===== config.mk =====
export PLATFORM = sky130hd
export DESIGN_NAME = sorted_set_table
export DESIGN_NICKNAME = d
export VERILOG_FILES = /design/src/sv/sst_pkg.sv /design/src/sv/sorted_set_table.sv /design/src/sv/sst_cell.sv /design/src/sv/sst_out_reg.sv
export SDC_FILE = /design/constraint.sdc
export NUM_CORES = 2
export LEC_CHECK = 0
export ABC_AREA = 0
export BUFFER_PORTS_ARGS = -buffer_cell sky130_fd_sc_hd__buf_2
export CORE_UTILIZATION = 60
export CTS_BUF_LIST = sky130_fd_sc_hd__clkbuf_4
export CTS_CLUSTER_DIAMETER = 40
export DETAILED_ROUTE_END_ITERATION = 10
export PLACE_DENSITY = 0.76
export SYNTH_ARGS = -nofsm -noshare
export SYNTH_HDL_FRONTEND = slang
export SYNTH_SLANG_ARGS = --single-unit

===== constraint.sdc =====
create_clock -name clk -period 8.97 [get_ports clk]
set_clock_uncertainty 0.1 [all_clocks]
set_input_delay 1.794 -clock clk [delete_from_list [all_inputs] [get_ports clk]]
set_output_delay 1.794 -clock clk [all_outputs]
set_load 0.05 [all_outputs]

===== src/sv/sst_pkg.sv =====
// shared constants and types for the sorted set table
package sst_pkg;

  localparam int TABLE_DEPTH = 16;
  localparam int CNT_W = $clog2(TABLE_DEPTH + 1);
  localparam int KEY_W = 32;
  localparam int CMD_W = 2;
  localparam int IN_W = 40;
  localparam int OUT_W = 8;

  localparam logic [CMD_W-1:0] CMD_LOOKUP = 2'd0;
  localparam logic [CMD_W-1:0] CMD_INSERT = 2'd1;
  localparam logic [CMD_W-1:0] CMD_DELETE = 2'd2;

  // broadcast control to every cell
  typedef struct packed {
    logic insert_en;
    logic delete_en;
  } cell_ctrl_t;

  // per-cell compare status
  typedef struct packed {
    logic below;
    logic hit;
  } cell_stat_t;

endpackage


===== src/sv/sorted_set_table.sv =====
// top level of the sorted set table: a row of compare-and-shift cells
//
//  channel  dir  fields (tdata, lowest bit up)
//  s_*      in   command[1:0], value[33:2], zero pad [39:34]
//  m_*      out  found[0], full_res[1], entry_count[6:2], zero pad [7]
//
// one request per cycle while s_tready is high: every cell compares its entry
// with the broadcast value and shifts toward its neighbor in the same cycle, so
// the row updates at the edge the request is accepted; the result shows in the
// next cycle. reset clears the entry count and the output valid flag; cells
// have no reset, and cells above the count are never read. s_tready drops only
// while a result waits in the output register and m_tready is low.
module sorted_set_table
  import sst_pkg::*;
(
  input  logic             clk,
  input  logic             rst,
  input  logic             s_tvalid,
  output logic             s_tready,
  input  logic [IN_W-1:0]  s_tdata,   // command[1:0], value[33:2]
  output logic             m_tvalid,
  input  logic             m_tready,
  output logic [OUT_W-1:0] m_tdata    // found[0], full_res[1], entry_count[6:2]
);

  logic [CNT_W-1:0]        count;
  logic [CNT_W-1:0]        count_next;
  logic [CNT_W+4:0]        count_ext;
  logic                    accept;
  logic [CMD_W-1:0]        cmd;
  logic signed [KEY_W-1:0] key;
  logic                    hit;
  logic                    full;
  logic                    full_res;
  cell_ctrl_t              ctrl;
  logic [OUT_W-1:0]        res_data;

  logic signed [KEY_W-1:0] entries [TABLE_DEPTH];
  cell_stat_t              stats   [TABLE_DEPTH];
  logic [TABLE_DEPTH-1:0]  occ;
  logic [TABLE_DEPTH-1:0]  hits;

  assign cmd    = s_tdata[CMD_W-1:0];
  assign key    = s_tdata[CMD_W+KEY_W-1:CMD_W];
  assign accept = s_tvalid && s_tready;

  // occupancy and hit vectors
  always_comb begin
    for (int i = 0; i < TABLE_DEPTH; i++) begin
      occ[i]  = ({1'b0, CNT_W'(i)} < {1'b0, count});
      hits[i] = stats[i].hit;
    end
  end

  assign hit  = |hits;
  assign full = (count >= CNT_W'(TABLE_DEPTH));

  // broadcast control
  assign ctrl.insert_en = accept && (cmd == CMD_INSERT) && !hit && !full;
  assign ctrl.delete_en = accept && (cmd == CMD_DELETE) && hit;
  assign full_res       = (cmd == CMD_INSERT) && !hit && full;

  // the row of cells
  for (genvar g = 0; g < TABLE_DEPTH; g++) begin : g_cell
    logic                    l_occ;
    logic                    l_below;
    logic signed [KEY_W-1:0] l_entry;
    logic                    r_occ;
    logic signed [KEY_W-1:0] r_entry;

    if (g == 0) begin : g_first
      assign l_occ   = 1'b1;
      assign l_below = 1'b1;
      assign l_entry = key;
    end else begin : g_mid
      assign l_occ   = occ[g-1];
      assign l_below = stats[g-1].below;
      assign l_entry = entries[g-1];
    end

    if (g == TABLE_DEPTH - 1) begin : g_last
      assign r_occ   = 1'b0;
      assign r_entry = entries[g];
    end else begin : g_inner
      assign r_occ   = occ[g+1];
      assign r_entry = entries[g+1];
    end

    sst_cell u_cell (
      .clk         (clk),
      .ctrl        (ctrl),
      .key         (key),
      .occ         (occ[g]),
      .left_occ    (l_occ),
      .left_below  (l_below),
      .left_entry  (l_entry),
      .right_occ   (r_occ),
      .right_entry (r_entry),
      .entry       (entries[g]),
      .stat        (stats[g])
    );
  end

  // entry count
  always_comb begin
    count_next = count;
    if (ctrl.insert_en) begin
      count_next = count + CNT_W'(1);
    end else if (ctrl.delete_en) begin
      count_next = count - CNT_W'(1);
    end
  end

  always_ff @(posedge clk) begin
    if (rst) begin
      count <= '0;
    end else begin
      count <= count_next;
    end
  end

  // result packing
  assign count_ext = {5'b0, count_next};
  assign res_data  = {1'b0, count_ext[4:0], full_res, hit};

  sst_out_reg u_out (
    .clk      (clk),
    .rst      (rst),
    .load     (accept),
    .data     (res_data),
    .can_load (s_tready),
    .m_tvalid (m_tvalid),
    .m_tready (m_tready),
    .m_tdata  (m_tdata)
  );

endmodule


===== src/sv/sst_cell.sv =====
// one table cell: holds an entry, compares against the key, shifts with neighbors
module sst_cell
  import sst_pkg::*;
(
  input  logic                    clk,
  input  cell_ctrl_t              ctrl,
  input  logic signed [KEY_W-1:0] key,
  input  logic                    occ,
  input  logic                    left_occ,
  input  logic                    left_below,
  input  logic signed [KEY_W-1:0] left_entry,
  input  logic                    right_occ,
  input  logic signed [KEY_W-1:0] right_entry,
  output logic signed [KEY_W-1:0] entry,
  output cell_stat_t              stat
);

  logic shift_up;
  logic is_place;
  logic signed [KEY_W-1:0] entry_next;

  // compare against the broadcast key
  assign stat.below = occ && (entry < key);
  assign stat.hit   = occ && (entry == key);

  // position relative to the insertion point
  assign shift_up = left_occ && !left_below;
  assign is_place = left_below && !stat.below;

  // next entry: shift up on insert, shift down on delete
  always_comb begin
    entry_next = entry;
    if (ctrl.insert_en) begin
      if (is_place) begin
        entry_next = key;
      end else if (shift_up) begin
        entry_next = left_entry;
      end
    end else if (ctrl.delete_en) begin
      if (right_occ && !stat.below) begin
        entry_next = right_entry;
      end
    end
  end

  always_ff @(posedge clk) begin
    entry <= entry_next;
  end

endmodule


===== src/sv/sst_out_reg.sv =====
// output register for results, decouples the result side from the request side
module sst_out_reg
  import sst_pkg::*;
(
  input  logic             clk,
  input  logic             rst,
  input  logic             load,
  input  logic [OUT_W-1:0] data,
  output logic             can_load,
  output logic             m_tvalid,
  input  logic             m_tready,
  output logic [OUT_W-1:0] m_tdata
);

  assign can_load = !m_tvalid || m_tready;

  // valid flag
  always_ff @(posedge clk) begin
    if (rst) begin
      m_tvalid <= 1'b0;
    end else if (load) begin
      m_tvalid <= 1'b1;
    end else if (m_tready) begin
      m_tvalid <= 1'b0;
    end
  end

  // payload
  always_ff @(posedge clk) begin
    if (load) begin
      m_tdata <= data;
    end
  end

endmodule

# ---- Yosys cells after proc, flatten, opt, wreduce, memory -nomap -nowiden
# Index checks and enable logic that the tools add are counted.
dict set report word_totals {
  ramBits 0
  elab_cells 307
  ff_bits 525
  latch_bits 0
  n_memories 0
  mem_bits_ro 0
}
dict set report classes {
  n_reduce_logical 140
  mul 0
  n_eq_ne 33
  muxes 80
  order_cmp 33
  bitwise_logic 0
  n_shift 0
  n_div 0
  add_sub_neg 2
}
# operator n
set op_table {}
lappend op_table {{$mux W32} 76}
lappend op_table {{$eq A32 B32 Y1} 16}
lappend op_table {{$lt A32 B32 Y1} 16}
lappend op_table {{$logic_and A1 B1 Y1} 85}
lappend op_table {{$reduce_and A3 Y1} 15}
lappend op_table {{$ne A3 B1 Y1 const B} 14}
lappend op_table {{$lt A4 B5 Y1 const A} 8}
lappend op_table {{$reduce_bool A2 Y1} 18}
lappend op_table {{$lt A3 B5 Y1 const A} 4}
lappend op_table {{$logic_not A1 Y1} 19}
lappend op_table {{$reduce_or A16 Y1} 1}
lappend op_table {{$lt A1 B5 Y1 const A} 2}
lappend op_table {{$lt A2 B5 Y1 const A} 2}
lappend op_table {{$mux W5} 2}
lappend op_table {{$add A5 B1 Y5 const B} 1}
lappend op_table {{$ge A5 B5 Y1 const B} 1}
lappend op_table {{$sub A5 B1 Y5 const B} 1}
lappend op_table {{$eq A2 B1 Y1 const B} 1}
lappend op_table {{$eq A2 B2 Y1 const B} 1}
lappend op_table {{$mux W1} 2}
lappend op_table {{$ne A2 B2 Y1 const B} 1}
lappend op_table {{$reduce_and A2 Y1} 1}
lappend op_table {{$logic_or A1 B1 Y1} 1}

# ---- Logic depth before layout (Yosys ltp)
dict set report depth {
  ltp_word 8
  depth_mapped 13
  ltp_nobuf 10
}

# ---- Modules after synthesis
# From an unflattened synthesis, not the netlist that was laid out.
dict set report unflattened {
  cells_unflattened 4401
  area_unflattened_um2 41596.1
}
# mod area_per_inst_um2 instances seq_area_each_um2 cells_each
set modules_own_cells {}
lappend modules_own_cells {sst_cell 2547.4 16 960.9 269}
lappend modules_own_cells {sorted_set_table 550.5 1 100.1 85}
lappend modules_own_cells {sst_out_reg 286.5 1 260.2 12}

# ---- Worst setup path after synthesis
# No wires, ideal clock.
dict set report synth_path {
  kind {input to register}
  from {input port s_tdata[33]}
  to {register g_cell[7].u_cell.entry[0], enable pin}
  path_stages 11
  n_path_buf 2
  required_ns 8.400
  setup_slack_ns 1.705
  arrival_time_ns 6.696
  cell_sequence {inv_1 > ha_1 > nand4_1 > or4_1 > or4b_1 > o2111ai_1 > or4_1 > buf_4 > nand2b_1 > buf_4 > o31ai_1}
}
dict set report synth_between {
  elab_chain_len 8
  elab_cells_between_ends 50
}
# item line
set synth_rtl {}
lappend synth_rtl {{from (decl)} sorted_set_table.sv:20} ;# input logic [IN_W-1:0] s_tdata,
lappend synth_rtl {{branches (longest 7 deep; another with $lt A32 B32 Y1)} --}
lappend synth_rtl {{$reduce_and A3 Y1 (no source line) *} --}
lappend synth_rtl {{to (signal assigned)} sst_cell.sv:47} ;# entry <= entry_next;
lappend synth_rtl {{to (decl)} sst_cell.sv:14} ;# output logic signed [KEY_W-1:0] entry,
# Every way passes the cells marked *.
# A chain may end at the register's enable or synchronous reset.

# ---- Worst setup path in the final report
dict set report layout_path {
  from {input port s_tdata[22]}
  to {register g_cell[12].u_cell.entry[5], enable pin}
}
dict set report layout_between {
  elab_chain_len 8
  elab_cells_between_ends 50
}
# item line
set layout_rtl {}
lappend layout_rtl {{branches (longest 7 deep; another with $lt A32 B32 Y1)} --}
lappend layout_rtl {{$reduce_and A3 Y1 (no source line) *} --}
lappend layout_rtl {{to (signal assigned)} sst_cell.sv:47}
lappend layout_rtl {{to (decl)} sst_cell.sv:14}
# Marked as above.

==> impl_metrics.tcl <==
set metrics [dict create \
    syn_area_per_cell_um2 9.30 \
    yosys_warnings 0 \
    cts.htree.levels 4 \
    criticalPathCategory "in -> reg" \
    period_needed_ns 7.14 \
    globalRouteMet2Util_pct 66.0 \
    async_reset_ff_share_pct 0 \
    synth_area_um2 39500 \
    first_global_vias 36500 \
    cts_tree "yes" \
    synth_area_leaders "edfxtp_1, ha_1, nand3_1" \
    ys_seq_elements 525 \
    max-vdd-ir-drop_v 0.000119 \
    yosysSeqAreaShare_pct 39.8 \
    final.setup.tns_ns 0 \
    startpoint "s_tdata[22]" \
    cts_buffers 152 \
    crit_fanout 26 \
    clk_path_buf_depth 3 \
    track_usage_pct 45.9 \
    path_cells "buf_2, inv_1, ha_1, and4_1, nor4bb_1, nand3_1, o2111ai_1, or4_1, nand2b_1, o32a_1, a21oi_4, buf_4" \
    start_kind "input pin" \
    initial_core_util_pct 61.0 \
    gr-total-overflow 0 \
    synth_enable_flop_cells 519 \
    cp-endpoint "g_cell[12].u_cell.entry[5]" \
    die_area_um2 66800 \
    routed_wl_um 156000 \
    maxSlewViolCount 0 \
    arrival_ns 7.78 \
    timing.final.crit_share_pct 79.6 \
    hpwl_um 104000 \
    area_growth_pct 7.32 \
    grt.busiest_layer "met2" \
    outcome "complete, but fails checks" \
    synth_ff_type "edfxtp_1" \
    met3_usage_pct 13.6 \
    max_cap_viol_count 1 \
    fillers 5466 \
    grt_max_degree 171 \
    wire_per_inst_um 30.0 \
    port_buffers 46 \
    synth_top_area_cell "edfxtp_1" \
    synth_top_area_share_pct 39.5 \
    antenna_found_initial 15 \
    core_area_um2 64700 \
    fin_nets 4762 \
    synth_nets 4803 \
    die_x_um 259 \
    grt_setup_unrepaired "no" \
    rows 93 \
    place.gp.congestion 1.02 \
    cpPeakStageDelay_ns 1.21 \
    post_layout_nonfiller_instances 5190 \
    hold_buffers 0 \
    grt_pass1_wl_um 228000 \
    clk_pin_slew_worst_paths_ns 0.08 \
    worst_setup_path_end_kind "flop" \
    cp.required_ns 9.60 \
    hold_violations 0 \
    leakage_nw 15.7 \
    clkSinkCount 525 \
    vias 38500 \
    insertion_delay_ns 1.05 \
    cts_setup_buffers 0 \
    first_pass_iters 9 \
    synth_cells 4244 \
    worstHoldStart "u_out.m_tvalid" \
    ant_nets 0 \
    grt_use_met1_pct 57.2 \
    cp_slowest_cell "nor4bb_1" \
    r2r_setup_slack_ns 3.11 \
    critical_path.reg2reg.endpoint "g_cell[15].u_cell.entry[9]" \
    drive_gt1_share_pct 10.8 \
    worstRegToRegCells 9 \
    timing.fmax_mhz 140 \
    hold_path.class "reg -> reg" \
    setup_viol 0 \
    place_inst 4904 \
    slew_headroom_pct 1.27 \
    io_pins 54 \
    cellPowerDensity_nw_per_um2 134 \
    drcViolationCount 0 \
    violations "capacitance limit" \
    die_h_um 259 \
    drtIter0Drc 6551 \
    worst_pin_slew_ns 1.46 \
    post_cts_resized 0 \
    vias_per_cell 7.43 \
    timing.rr.start "count[2]" \
    cts_root_buffer "clkbuf_4" \
    synth_cell_types 83 \
]
==> layout by cell type, fill, tap and decap left out, types with 13 or more instances in the layout <==
cell,count
edfxtp_1,519
o21a_1,13
clkinv_1,30
o211ai_1,209
inv_1,64
a221oi_1,17
a31oi_1,290
and4_1,29
nand2_1,352
nand4_1,99
nor2b_1,23
a21o_1,54
a21oi_1,281
clkbuf_4,225
o21ai_0,335
mux2_2,35
a211oi_1,18
ha_1,515
buf_4,76
nor3_1,62
buf_2,46
nor2_1,366
mux2i_1,34
nand3_1,388
==> final cells by class <==
cell class / count / area (um^2) / share of cell area [%]
Antenna cell: 12 / 30.0 / 0.0709
Sequential cell: 525 / 15700 / 37.1
Clock buffer: 225 / 1690 / 3.99
Multi-Input combinational cell: 3330 / 22400 / 53.0
Inverter: 64 / 240 / 0.567
Tap cell: 855 / 1070 / 2.52
Clock inverter: 49 / 231 / 0.546
Timing Repair Buffer: 130 / 961 / 2.27
==> sequential cells by signal, summed over array words and instances, names as in the netlist <==
name and count:
g_cell.u_cell.entry 512, u_out.m_tdata 7, count 5, u_out.m_tvalid 1
==> per-stage QoR <==
step,utilization (%),hold WS [ns],total power (W),setup WS (ns),instance area (um^2)
6_report,65.5,0.445,0.00567,1.83,42400
5_1_grt,65.5,0.473,0.00581,1.91,42400
4_1_cts,65.5,0.435,0.00563,2.32,42300
3_5_place_dp,62.5,0.425,0.00333,1.23,40400
3_3_place_gp,62.5,0.393,0.00331,1.23,40400
2_1_floorplan,-,0.442,0.00313,1.70,39500
==> worst min path at each step <==
| stage | endpoint | cells after the start | slack (ns) |
|---|---|---|---|
| floorplan | g_cell[11].u_cell.entry[10] | 2 | 0.44 |
| global placement | u_out.m_tvalid | 2 | 0.39 |
| detailed placement | u_out.m_tvalid | 2 | 0.42 |
| CTS | u_out.m_tvalid | 2 | 0.44 |
| global route | u_out.m_tvalid | 2 | 0.47 |
| finish | u_out.m_tvalid | 2 | 0.45 |
==> where the power goes <==
part           total (W)  leakage [nW]  internal [W]  switching, W
combinational   0.000617          9.85      0.000185      0.000432
clock            0.00236          1.16       0.00118       0.00118
sequential       0.00269          4.72       0.00268    0.00000619
==> layer usage <==
layer / vias up / wire, um
met5: - / 30
met4: 6 / 14500
met3: 767 / 22900
met2: 3369 / 64100
met1: 17900 / 54100
li1: 16500 / -
==> worst max-delay path: cells and delay by family <==
kind / cells / cell delay (ns)
and+or+nand+nor: 5 / 2.44
buffers and inverters: 3 / 1.26
AOI/OAI and AO/OA: 3 / 1.75
adders and majority gates: 1 / 0.49
==> cells in the mapped netlist, drive strengths merged, types with 11 or more instances <==
cell type    n
a221oi      17
o21ai      338
a211oi      18
nor2       380
a31oi      290
o211ai     209
a21oi      289
mux2        35
clkbuf     205
inv         64
o21a        13
nor2b       23
edfxtp     519
nand3      390
nand2      353
mux2i       35
nand4       99
and4        29
ha         515
nor4        13
buf        120
nor3        63
nor4bb      11
or2         11
a21o        54
==> cells by family (layout without fill, tap and decap cells) <==
logic type,count (synthesis),in the layout,share of synthesized area [%]
adders and majority gates,515,515,16.3
AOI/OAI and AO/OA,1322,1322,20.7
other,1,13,0.00950
DFF,525,525,39.8
xor gates and xnor gates,15,15,0.333
muxes,70,70,1.89
buffers and inverters,389,468,4.25
and+or+nand+nor,1407,1407,16.7
Power figures use the tool's default switching activity.
